<file path="config.mk">
export PLATFORM = sky130hd
export DESIGN_NAME = button_click_classifier_core
export DESIGN_NICKNAME = d
export VERILOG_FILES = /design/src/hw/rtl/bcc_pkg.sv /design/src/hw/rtl/button_click_classifier_core.sv /design/src/hw/rtl/bcc_step.sv
export SDC_FILE = /design/constraint.sdc
export NUM_CORES = 1
export LEC_CHECK = 0
export ABC_AREA = 1
export BUFFER_PORTS_ARGS = -buffer_cell sky130_fd_sc_hd__clkbuf_2
export CORE_MARGIN = 3
export CORE_UTILIZATION = 55
export CTS_CLUSTER_SIZE = 28
export DETAILED_ROUTE_END_ITERATION = 6
export PLACE_DENSITY = 0.71
export RECOVER_POWER = 50
export SKIP_CTS_REPAIR_TIMING = 1
export SYNTH_ARGS = -nofsm -noshare
export SYNTH_HDL_FRONTEND = slang
export SYNTH_HIERARCHICAL = 1
export SYNTH_SLANG_ARGS = --single-unit
</file>
<file path="constraint.sdc">
create_clock -name clock -period 22.3 [get_ports clock]
set_clock_uncertainty 0.1 [all_clocks]
set_input_delay 2.23 -clock clock [delete_from_list [all_inputs] [get_ports clock]]
set_output_delay 2.23 -clock clock [all_outputs]
set_load 0.05 [all_outputs]
</file>
<file path="src/hw/rtl/bcc_pkg.sv">
package bcc_pkg;

   // click codes reported per poll
   typedef enum logic [1:0] {
      EV_NONE   = 2'd0,
      EV_SINGLE = 2'd1,
      EV_DOUBLE = 2'd2,
      EV_LONG   = 2'd3
   } event_type;

   // configuration register indexes
   typedef logic [1:0] csr_index_type;
   localparam csr_index_type CSR_DEBOUNCE_TIME       = 2'd0;
   localparam csr_index_type CSR_LONG_PRESS_TIME     = 2'd1;
   localparam csr_index_type CSR_DOUBLE_CLICK_WINDOW = 2'd2;

   localparam logic [15:0] DEBOUNCE_TIME_RST       = 16'd50;
   localparam logic [15:0] LONG_PRESS_TIME_RST     = 16'd3000;
   localparam logic [15:0] DOUBLE_CLICK_WINDOW_RST = 16'd400;

   localparam int unsigned TIME_W = 32;
   localparam int unsigned REQ_W  = 40;
   localparam int unsigned RSP_W  = 8;

   typedef struct packed {
      logic [15:0] debounce_time;
      logic [15:0] long_press_time;
      logic [15:0] double_click_window;
   } btn_cfg_type;

   typedef struct packed {
      logic              last_raw;
      logic              stable;
      logic [TIME_W-1:0] raw_change_time;
      logic [TIME_W-1:0] press_start_time;
      logic              long_reported;
      logic              click_pending;
      logic [TIME_W-1:0] first_click_time;
   } btn_state_type;

endpackage

</file>
<file path="src/hw/rtl/button_click_classifier_core.sv">
// channel | dir | tdata fields, lowest bit first           | tuser
// req_    | in  | now_ms[31:0], raw_pressed[32], zero pad   | -
// rsp_    | out | click_event[1:0], debounced_pressed[2], pad| -
// csr_    | in  | csr_index = register, csr_data = value    | -
//
// one item per cycle sustained while the result side does not stall: each
// poll waits in the input register, then the debounce/classify logic updates
// the button state and loads the result register, from which its result is
// offered
// reset (synchronous) clears the button state and loads default settings
// a stalled result register holds the input register; csr_ready is always high
module button_click_classifier_core (
   input  logic        clock,
   input  logic        reset,
   // input items
   input  logic        req_tvalid,
   output logic        req_tready,
   input  logic [39:0] req_tdata,   // now_ms[31:0], raw_pressed[32], zeros[39:33]
   // result items
   output logic        rsp_tvalid,
   input  logic        rsp_tready,
   output logic [7:0]  rsp_tdata,   // click_event[1:0], debounced_pressed[2], zeros[7:3]
   // configuration writes
   input  logic        csr_valid,
   output logic        csr_ready,
   input  bcc_pkg::csr_index_type csr_index,
   input  logic [15:0] csr_data
);
   import bcc_pkg::*;

   // settings
   btn_cfg_type   cfg_ff;
   btn_cfg_type   cfg_in;

   // debounce and click state
   btn_state_type state_ff;
   btn_state_type state_in;

   // input register
   logic              in_valid_ff;
   logic              in_valid_in;
   logic [TIME_W-1:0] in_now_ff;
   logic              in_raw_ff;

   // result register
   logic              rsp_valid_ff;
   logic              rsp_valid_in;
   event_type         rsp_event_ff;
   logic              rsp_level_ff;

   event_type         step_event;
   logic              advance;

   // poll leaves the input register when the result register frees up
   assign advance    = in_valid_ff && (!rsp_valid_ff || rsp_tready);
   assign req_tready = !in_valid_ff || advance;
   assign csr_ready  = 1'b1;

   assign in_valid_in  = (req_tvalid && req_tready) || (in_valid_ff && !advance);
   assign rsp_valid_in = advance || (rsp_valid_ff && !rsp_tready);

   // register writes, out-of-range index ignored
   always_comb begin
      cfg_in = cfg_ff;
      if (csr_valid) begin
         case (csr_index)
            CSR_DEBOUNCE_TIME:       cfg_in.debounce_time       = csr_data;
            CSR_LONG_PRESS_TIME:     cfg_in.long_press_time     = csr_data;
            CSR_DOUBLE_CLICK_WINDOW: cfg_in.double_click_window = csr_data;
            default:                 cfg_in = cfg_ff;
         endcase
      end
   end

   bcc_step u_step (
      .cfg         (cfg_ff),
      .state_cur   (state_ff),
      .now_ms      (in_now_ff),
      .raw_pressed (in_raw_ff),
      .state_nxt   (state_in),
      .click_event (step_event)
   );

   // control and state
   always_ff @(posedge clock) begin
      if (reset) begin
         cfg_ff.debounce_time       <= DEBOUNCE_TIME_RST;
         cfg_ff.long_press_time     <= LONG_PRESS_TIME_RST;
         cfg_ff.double_click_window <= DOUBLE_CLICK_WINDOW_RST;
         state_ff     <= '0;
         in_valid_ff  <= 1'b0;
         rsp_valid_ff <= 1'b0;
      end else begin
         cfg_ff       <= cfg_in;
         in_valid_ff  <= in_valid_in;
         rsp_valid_ff <= rsp_valid_in;
         if (advance) begin
            state_ff <= state_in;
         end
      end
   end

   // payload
   always_ff @(posedge clock) begin
      if (req_tvalid && req_tready) begin
         in_now_ff <= req_tdata[31:0];
         in_raw_ff <= req_tdata[32];
      end
      if (advance) begin
         rsp_event_ff <= step_event;
         rsp_level_ff <= state_in.stable;
      end
   end

   assign rsp_tvalid = rsp_valid_ff;
   assign rsp_tdata  = {5'd0, rsp_level_ff, rsp_event_ff};

endmodule

</file>
<file path="src/hw/rtl/bcc_step.sv">
module bcc_step (
   input  bcc_pkg::btn_cfg_type   cfg,
   input  bcc_pkg::btn_state_type state_cur,
   input  logic [31:0]            now_ms,
   input  logic                   raw_pressed,
   output bcc_pkg::btn_state_type state_nxt,
   output bcc_pkg::event_type     click_event
);
   import bcc_pkg::*;

   logic [TIME_W-1:0] raw_change_time;
   logic [TIME_W-1:0] since_change;
   logic [TIME_W-1:0] since_press;
   logic [TIME_W-1:0] since_first;
   logic              accept_level;
   logic              new_press;
   logic              long_hit;
   logic              single_hit;
   btn_state_type     s;

   always_comb begin
      s = state_cur;
      click_event = EV_NONE;

      // raw edge restarts the debounce timer
      raw_change_time = (raw_pressed != state_cur.last_raw) ? now_ms
                                                            : state_cur.raw_change_time;
      s.last_raw        = raw_pressed;
      s.raw_change_time = raw_change_time;

      since_change = now_ms - raw_change_time;
      accept_level = (since_change >= {16'd0, cfg.debounce_time})
                     && (state_cur.stable != raw_pressed);
      new_press    = accept_level && raw_pressed;

      if (accept_level) begin
         s.stable = raw_pressed;
      end
      if (new_press) begin
         s.press_start_time = now_ms;
         s.long_reported    = 1'b0;
         if (!state_cur.click_pending) begin
            s.click_pending    = 1'b1;
            s.first_click_time = now_ms;
         end else begin
            s.click_pending = 1'b0;
            click_event     = EV_DOUBLE;
         end
      end

      since_press = now_ms - s.press_start_time;
      long_hit    = s.stable && !s.long_reported
                    && (since_press >= {16'd0, cfg.long_press_time});
      if (long_hit) begin
         s.long_reported = 1'b1;
         s.click_pending = 1'b0;
         click_event     = EV_LONG;
      end

      since_first = now_ms - s.first_click_time;
      single_hit  = s.click_pending && !s.stable
                    && (since_first > {16'd0, cfg.double_click_window});
      if (single_hit) begin
         s.click_pending = 1'b0;
         click_event     = EV_SINGLE;
      end

      state_nxt = s;
   end

endmodule

</file>
==> impl_metrics.ini <==
[status]
status = finished with violations
violations = max-capacitance violations, max-slew violations

[finish]
final_util_pct = 59.4
fill_cells = 2906
final_nets = 2815
multiInputGateArea_um2 = 9830
syn2layout_area_growth_pct = 5.52
fin_area_um2 = 17200
regArea_um2 = 4090
fin_cells = 3018
diodes = 0
layout-drive-gt1-share_pct = 7.29

[floorplan]
dieWidth_um = 178
start_util_pct = 56.3
die_area_um2 = 31700
coreArea_um2 = 28900
num_rows = 62
ios = 74
die_h_um = 178

[sta]
final_hold_viol_count = 0
tightest_slew_ps = 3780
fmax_mhz = 94.3
setup_violations = 0
timing.final.crit_period_ps = 10600
worst_slack_ps = 11700
hold_ws_ps = 369
tns_ps = 0
relSlewSlack_pct = -152
drv_slew = 271
rsz0062_at_grt = no
fin_crit_sh_pct = 47.6

[run]
maxCapViolCount = 4

[cts]
cts_buffers = 17
cts_tree = built
root_buffer = clkbuf_16
h-tree-depth = 4
cts.clk_slew.worst_paths_ps = 70
clockBufferDepth = 2
clk_latency_ps = 460
clock-sinks = 186

[synthesis]
synth.most_common_cell = nand2_1
async_flop_share_pct = 0
synth_cell_types = 51
syn_inst = 2633
ys_ff_latch = 186
ys_top_cells_by_count = nand2_1 (592), inv_1 (481), nor2_1 (286)
yosysSeqAreaShare_pct = 25.1
synth-edff-count = 36
avgSynthCellArea_um2 = 6.18
synthTopCellsByArea = dfxtp_1 (18%), nand2_1 (14%), inv_1 (11%), ha_1 (9.9%), a21oi_1 (7.0%)
yosysTopAreaCell = dfxtp_1
ys_warn_count = 6
synth_top_area_share_pct = 18.4
yosys_most_used_dff = dfxtp_1
syn-cell-area_um2 = 16300

[routing]
detail_route.first_pass.iterations = 5
via_per_inst = 5.32
vias = 16046
drt-wirelength-per-cell_um = 14.7
first_iter_violations = 1260
route.detailed.drc = 0
antenna_left = 0
wl_um = 44300

[worst_setup_path]
max_stage_delay_ps = 520
path_delay_family = simple AND/OR/NAND/NOR gates
critPathMaxFanout = 63
path_class = reg -> reg
cp_data_required_time_ps = 22590
cp_common_cell = nand2_1
path_buf_inv = 8
cp_data_arrival_time_ps = 10890
worst_setup_path_start_kind = flop
slowest_stage = edfxtp_1
endpoint_kind = flop

[pwr]
power.density_nw_per_um2 = 68.8
p_leak_nw = 8.99
ir_drop_mv = 0.0706
p_total_mw = 1.18

[place]
postPlaceCellArea_um2 = 16600
dp_hpwl_um = 33800
placed_cells = 2986
port_buffers = 60
place_ws_ps = 11750
gp_congestion = 0.947

[grt]
grt_pass1_wl_um = 70800
grt.overflow.total = 0
antenna_found_initial = 0
grt_usage_pct = 28.0
grt_pass1_vias = 14203
grt_max_degree = 118

[min_path]
hp-class = reg -> reg
==> state kept, by name (all words and copies together), names as in the netlist <==
name,cells
in_valid_ff,1
state_ff,100
rsp_level_ff,1
rsp_tvalid,1
in_now_ff,32
in_raw_ff,1
cfg_ff,48
rsp_event_ff,2
==> routing by layer <==
| layer | track usage, % | share of wire (%) |
|---|---|---|
| met1 | 39.9 | 48 |
| met2 | 44.6 | 45 |
| met3 | 4.13 | 5.1 |
| met4 | 6.94 | 1.7 |
| met5 | 0 | 0 |
==> final timing paths <==
kind / start / to / slack [ps] / depth (start not counted)
setup / recovery: in_raw_ff$_DFFE_PP_ / state_ff[32]$_SDFFE_PP0P_ / 11700 / 58
hold / removal: cfg_ff[36]$_SDFFE_PP1P_ / cfg_ff[36]$_SDFFE_PP1P_ / 370 / 2
setup reg to reg: in_raw_ff$_DFFE_PP_ / state_ff[32]$_SDFFE_PP0P_ / 11700 / 58
hold reg to reg: cfg_ff[36]$_SDFFE_PP1P_ / cfg_ff[36]$_SDFFE_PP1P_ / 370 / 2
==> cells by family after synthesis <==
logic type / after synthesis / synth area share (%)
adder cells (fa/ha/maj): 131 / 10.2
AO/OA/AOI/OAI: 427 / 13.9
XOR/XNOR: 55 / 2.96
AND/OR/NAND/NOR: 1228 / 32.7
buffers and inverters: 597 / 14.7
other: 2 / 0.0461
multiplexers: 7 / 0.430
flip-flops: 186 / 25.1
==> power by group <==
part	internal [mW]	total [mW]	switching [mW]
Sequential	0.365	0.388	0.0222
Combinational	0.178	0.487	0.309
Clock	0.157	0.308	0.151
==> placed cells by master (no fill, tap or decap), types with 6 or more instances in the layout <==
cell type,n
nand2_1,592
inv_1,480
nor2_1,285
a21oi_1,229
nand3_1,213
dfxtp_1,149
o21ai_0,142
ha_1,129
clkbuf_2,54
edfxtp_1,36
xor2_1,36
or2_2,26
nand4_1,24
nand3_2,21
nand2_2,21
xnor2_1,19
clkbuf_16,18
nor3_1,16
inv_2,15
o21ai_1,9
clkbuf_1,8
nor2_2,8
a211oi_1,8
nand3b_1,7
mux2i_1,7
conb_1,6
o21bai_1,6
==> layout make-up <==
class | instances | area share [%]
Clock buffer | 19 | 2.70
Timing Repair Buffer | 66 | 1.92
Inverter | 496 | 10.8
Tap cell | 384 | 2.80
Multi-Input combinational cell | 1854 | 57.2
Clock inverter | 13 | 0.728
Sequential cell | 186 | 23.8
==> worst register-to-register path, delay by kind of cell, from the launching register on <==
kind | cells | cell delay [ps]
buffers and inverters | 8 | 1490
AND/OR/NAND/NOR | 30 | 4160
AO/OA/AOI/OAI | 14 | 2800
adder cells (fa/ha/maj) | 4 | 1170
XOR/XNOR | 2 | 330
flip-flops | 1 | 520
No activity file was read; power rests on OpenSTA's default activity.
